`src/sv/iwle_pkg.sv`:
```
`timescale 1ns / 1ps
// Shared types and codes for the indexed word list engine.
// No dependencies; used by the cell, the read tree and the top level.
package iwle_pkg;

    localparam int KIND_W = 3;
    localparam int POS_W  = 7;
    localparam int DATA_W = 64;
    localparam int LEN_W  = 7;
    localparam int STAT_W = 2;
    localparam int GROUP  = 8;

    typedef enum logic [KIND_W-1:0] {
        KIND_PUSH   = 3'd0,
        KIND_POP    = 3'd1,
        KIND_INSERT = 3'd2,
        KIND_REMOVE = 3'd3,
        KIND_SET    = 3'd4,
        KIND_GET    = 3'd5,
        KIND_COUNT  = 3'd6
    } kind_t;

    typedef enum logic [STAT_W-1:0] {
        ST_DONE   = 2'd0,
        ST_REJECT = 2'd1,
        ST_FULL   = 2'd2
    } status_t;

    typedef enum logic [1:0] {
        CELL_HOLD  = 2'd0,
        CELL_WRITE = 2'd1,
        CELL_OPEN  = 2'd2,
        CELL_CLOSE = 2'd3
    } cell_op_t;

    typedef struct packed {
        cell_op_t op;
        logic     read;
    } cell_cmd_t;

endpackage

```
`src/sv/iwle_cell.sv`:
```
`timescale 1ns / 1ps
// One list slot: holds a word and trades it with its neighbors on open/close.
// Depends on iwle_pkg.
module iwle_cell #(
    parameter int WORD_BITS = 64,
    parameter int IDX_W     = 6,
    parameter int IDX       = 0
) (
    input  logic                 clk,
    input  iwle_pkg::cell_cmd_t  cmd,
    input  logic [IDX_W-1:0]     pos,
    input  logic [WORD_BITS-1:0] wdata,
    input  logic [WORD_BITS-1:0] left_word,
    input  logic [WORD_BITS-1:0] right_word,
    output logic [WORD_BITS-1:0] word,
    output logic [WORD_BITS-1:0] hit_word
);
    import iwle_pkg::*;

    localparam logic [IDX_W-1:0] MY_IDX = IDX_W'(IDX);

    logic [WORD_BITS-1:0] word_reg;
    logic [WORD_BITS-1:0] word_next;
    logic [WORD_BITS-1:0] hit_reg;

    always_comb
    begin
        word_next = word_reg;
        unique case (cmd.op)
            CELL_HOLD:
            begin
                word_next = word_reg;
            end
            CELL_WRITE:
            begin
                if (MY_IDX == pos)
                begin
                    word_next = wdata;
                end
            end
            CELL_OPEN:
            begin
                if (MY_IDX == pos)
                begin
                    word_next = wdata;
                end
                else if (MY_IDX > pos)
                begin
                    word_next = left_word;
                end
            end
            CELL_CLOSE:
            begin
                if (MY_IDX >= pos)
                begin
                    word_next = right_word;
                end
            end
            default:
            begin
                word_next = word_reg;
            end
        endcase
    end

    always_ff @(posedge clk)
    begin
        word_reg <= word_next;
        hit_reg  <= (cmd.read && (MY_IDX == pos)) ? word_reg : '0;
    end

    assign word     = word_reg;
    assign hit_word = hit_reg;

endmodule

```
`config.mk`:
```
export PLATFORM = sky130hd
export DESIGN_NAME = iwle_cell
export DESIGN_NICKNAME = d
export VERILOG_FILES = /design/src/sv/iwle_pkg.sv /design/src/sv/iwle_cell.sv
export SDC_FILE = /design/constraint.sdc
export NUM_CORES = 1
export LEC_CHECK = 0
export BUFFER_PORTS_ARGS = -buffer_cell sky130_fd_sc_hd__buf_2
export CORE_MARGIN = 5
export CORE_UTILIZATION = 40
export DETAILED_ROUTE_END_ITERATION = 8
export GPL_TIMING_DRIVEN = 0
export PLACE_DENSITY = 0.76
export SYNTH_ARGS = -nofsm -noshare
export SYNTH_HDL_FRONTEND = slang
export SYNTH_SLANG_ARGS = --single-unit
```
`constraint.sdc`:
```
create_clock -name clk -period 4.5 [get_ports clk]
set_clock_uncertainty 0.15 [all_clocks]
set_input_delay 0.225 -clock clk [delete_from_list [all_inputs] [get_ports clk]]
set_output_delay 0.225 -clock clk [all_outputs]
set_load 0.02 [all_outputs]
```
==> impl_metrics.csv <==
group,metric,value,unit
cells_and_area,diodes,0,
critical_path,endpoint,"word[63]",
flow_run,drv_cap,0,
drt,drt_wl_total,22060,µm
synth,async_reset_ff_frac,0,
clock_tree,cts.htree.levels,4,
cells_and_area,drive_above_1_share,0.5165,
clock_tree,clkSlewWorstSetupHoldPaths,0.06,ns
synth,syn-cell-area,6083,µm²
die,die_w,133.3,µm
critical_path,worst-path-stages,6,
clock_tree,clk_latency,0.42,ns
critical_path,path_buf_inv,3,
global_routing,grt_antenna_before_repair,1,
critical_path,startpoint,"pos[5]",
synth,synth_top_cell_area_share,0.3159,
critical_path,critPathArrivalTime,2.27,ns
drt,drc,0,
die,ios,330,
power_and_ir_drop,leakage,4.161,nW
timing,max_slew_margin,0.4021,
timing,finalHoldViolations,0,
die,die_h,133.3,µm
synth,synthMostInstantiatedCell,"nor2_1",
critical_path,critical_path_class,"primary input to register",
global_routing,grt_use_total,0.2388,
synth,ys_seq_area_frac,0.5265,
global_routing,grt_pass1_wl,32890,µm
place,portBuffers,327,
global_routing,grt_max_degree,32,
synth,ys_types,22,
critical_path,required,4.46,ns
critical_path,crit-reg2reg-launch,"word[14]",
drt,wl_met3,1911,µm
synth,syn_inst,520,
drt,vias,5813,
drt,drt-initial-drc-count,449,
drt,postRouteAntennaNets,0,
drt,via_per_inst,5.438,
synth,synth_seq_cells,128,
power_and_ir_drop,worst_ir_drop_vdd,0.2349,mV
synth,synthTopCellsByArea,"edfxtp_1 (32%), dfxtp_1 (21%), a221oi_2 (15%)",
power_and_ir_drop,clockPowerShare,0.463,
clock_tree,cts_tree,"done",
cells_and_area,area_delta_synth_final,41.36,%
clock_tree,cts.sinks,128,
critical_path,reg2reg_to,"hit_word[14]",
drt,wl_met1,8834,µm
critical_path,r2r_cells,1,
timing,rsz0062_at_grt,"no",
clock_tree,post_cts.repair.setup_buffers,0,
power_and_ir_drop,power.switching,0.0007085,W
power_and_ir_drop,p_per_area,344.2,nW/µm²
synth,synthTopCellsByCount,"nor2_1 (69), and3_1 (64), dfxtp_1 (64), edfxtp_1 (64), inv_1 (64)",
die,core,15030,µm²
power_and_ir_drop,swShare,0.2394,
status,outcome,"complete, no violations",
place,dp_hpwl,16530,µm
synth,syn_area_per_cell,11.70,µm²
timing,finalCritPeriodShare,0.5146,
synth,yosys.area.top_type,"edfxtp_1",
critical_path,startpoint_type,"primary input",
cells_and_area,final_core_util,0.5720,
drt,wl_met2,10720,µm
clock_tree,cts-resized-gates,0,
timing,worstMarginPinSlew,0.8935,ns
critical_path,worst_path_largest_cell_delay,0.68,ns
drt,wl_per_cell,20.63,µm
global_routing,grt_pass1_vias,5853,
drt,drtPass1Iterations,5,
critical_path,crit_family,"simple AND/OR/NAND/NOR gates",
power_and_ir_drop,pwr-share-comb,0.117,
critical_path,path_cells,"buf_2, nor2_1, buf_2, nand2_2, nor2_4, buf_12",
synth,synth-edff-count,64,
critical_path,end_kind,"register",
cells_and_area,nets,1070,
place,routabilityCongestion,0.8664,
clock_tree,ctsHoldBuffers,0,
die,start_util,0.4047,
timing,setup_tns,0,ns
timing,slew_violations,0,
drt,routed.top_layer,"met5",
worst_hold_path,worstHoldPathType,"primary input to register",
die,placementRows,45,
power_and_ir_drop,seq_power_share,0.420,
timing,finalCriticalPeriod,2.316,ns
global_routing,grt_remaining_overflow,0,
cells_and_area,fillers,1325,
clock_tree,clockBufferDepth,2,
critical_path,crit_path_top_delay_cell,"nor2_1",
clock_tree,cts_buffers,17,
timing,setup_viol,0,
critical_path,crit_fanout,31,
die,die-area,17770,µm²
clock_tree,root_buffer,"clkbuf_16",
timing,max_freq,431.8,MHz
synth,syn_nets,722,
power_and_ir_drop,intPower,0.002251,W
synth,synth-main-ff-cell,"edfxtp_1",
critical_path,crit_top_cell,"buf_2",
critical_path,r2r_setup_slack,3.56,ns
synth,yosysWarnings,0,
-- layout make-up --
type | instances | area, µm² | share of cell area
repair buffers | 329 | 1684 | 0.1958
plain buffers | 61 | 425.4 | 0.04947
clock buffers | 24 | 514.2 | 0.05980
clock inverters | 8 | 75.07 | 0.008730
flip-flops and latches | 128 | 3203 | 0.3725
multi-input cells | 266 | 2218 | 0.2580
inverters | 65 | 244.0 | 0.02837
well taps | 188 | 235.2 | 0.02735
-- power groups by stage --
stage / clock [W] / sequential (W) / combinational [W]
floorplan: 0 / 0.00127 / 0.000189
global placement: 0 / 0.00127 / 0.000339
detailed placement: 0 / 0.00127 / 0.000345
CTS: 0.00138 / 0.00124 / 0.000346
global route: 0.00144 / 0.00124 / 0.000376
finish: 0.00137 / 0.00124 / 0.000348
-- layout by cell type (no fill, tap or decap), drive strengths merged --
| master | instances |
|---|---|
| and2 | 1 |
| clkinv | 6 |
| nor2 | 69 |
| dfxtp | 64 |
| buf | 360 |
| a21o | 1 |
| a221oi | 64 |
| nor4 | 1 |
| nand2b | 1 |
| a2111oi | 62 |
| nor3 | 1 |
| nand2 | 2 |
| clkbuf | 54 |
| clkinvlp | 1 |
| edfxtp | 64 |
| bufinv | 1 |
| and3 | 64 |
| inv | 65 |
-- stage by stage --
step / setup slack (ns) / hold WS [ns] / power [W] / area [µm²] / std cells
after floorplan: 0.2523 / 0.3407 / 0.001463 / 6083 / 520
after CTS: 2.159 / 0.009843 / 0.002966 / 8600 / 1069
after global placement: -1.865 / 0.3284 / 0.001606 / 7955 / 1035
final: 2.184 / 0.01959 / 0.002960 / 8600 / 1069
after detailed placement: 1.728 / 0.3352 / 0.001612 / 8010 / 1037
after global routing: 2.038 / 0.01612 / 0.003061 / 8600 / 1069
-- cell families (layout without fill, tap and decap cells) --
kind of cell    after synthesis  count (layout)  share of synthesized area
simple gates                139             139                     0.1158
compound gates              127             127                     0.2476
buf+inv                     126             487                     0.1100
flops                       128             128                     0.5265
-- metal layers --
metal | up-vias | GRT usage
li1 | 2684 | -
met1 | 2784 | 0.2966
met2 | 299 | 0.3973
met3 | 44 | 0.07515
met4 | 2 | 0.07657
met5 | - | 0
-- how the worst min path moves through the flow --
stage	from	end	slack (ns)	cells past startpoint
2_1_floorplan	wdata[0]	word[0]	0.34	2
3_3_place_gp	word[26]	hit_word[26]	0.33	1
3_5_place_dp	word[1]	hit_word[1]	0.34	1
4_1_cts	wdata[57]	word[57]	0.01	3
5_1_grt	wdata[43]	word[43]	0.02	3
6_report	wdata[38]	word[38]	0.02	3
(Power assumes the default switching activity.)
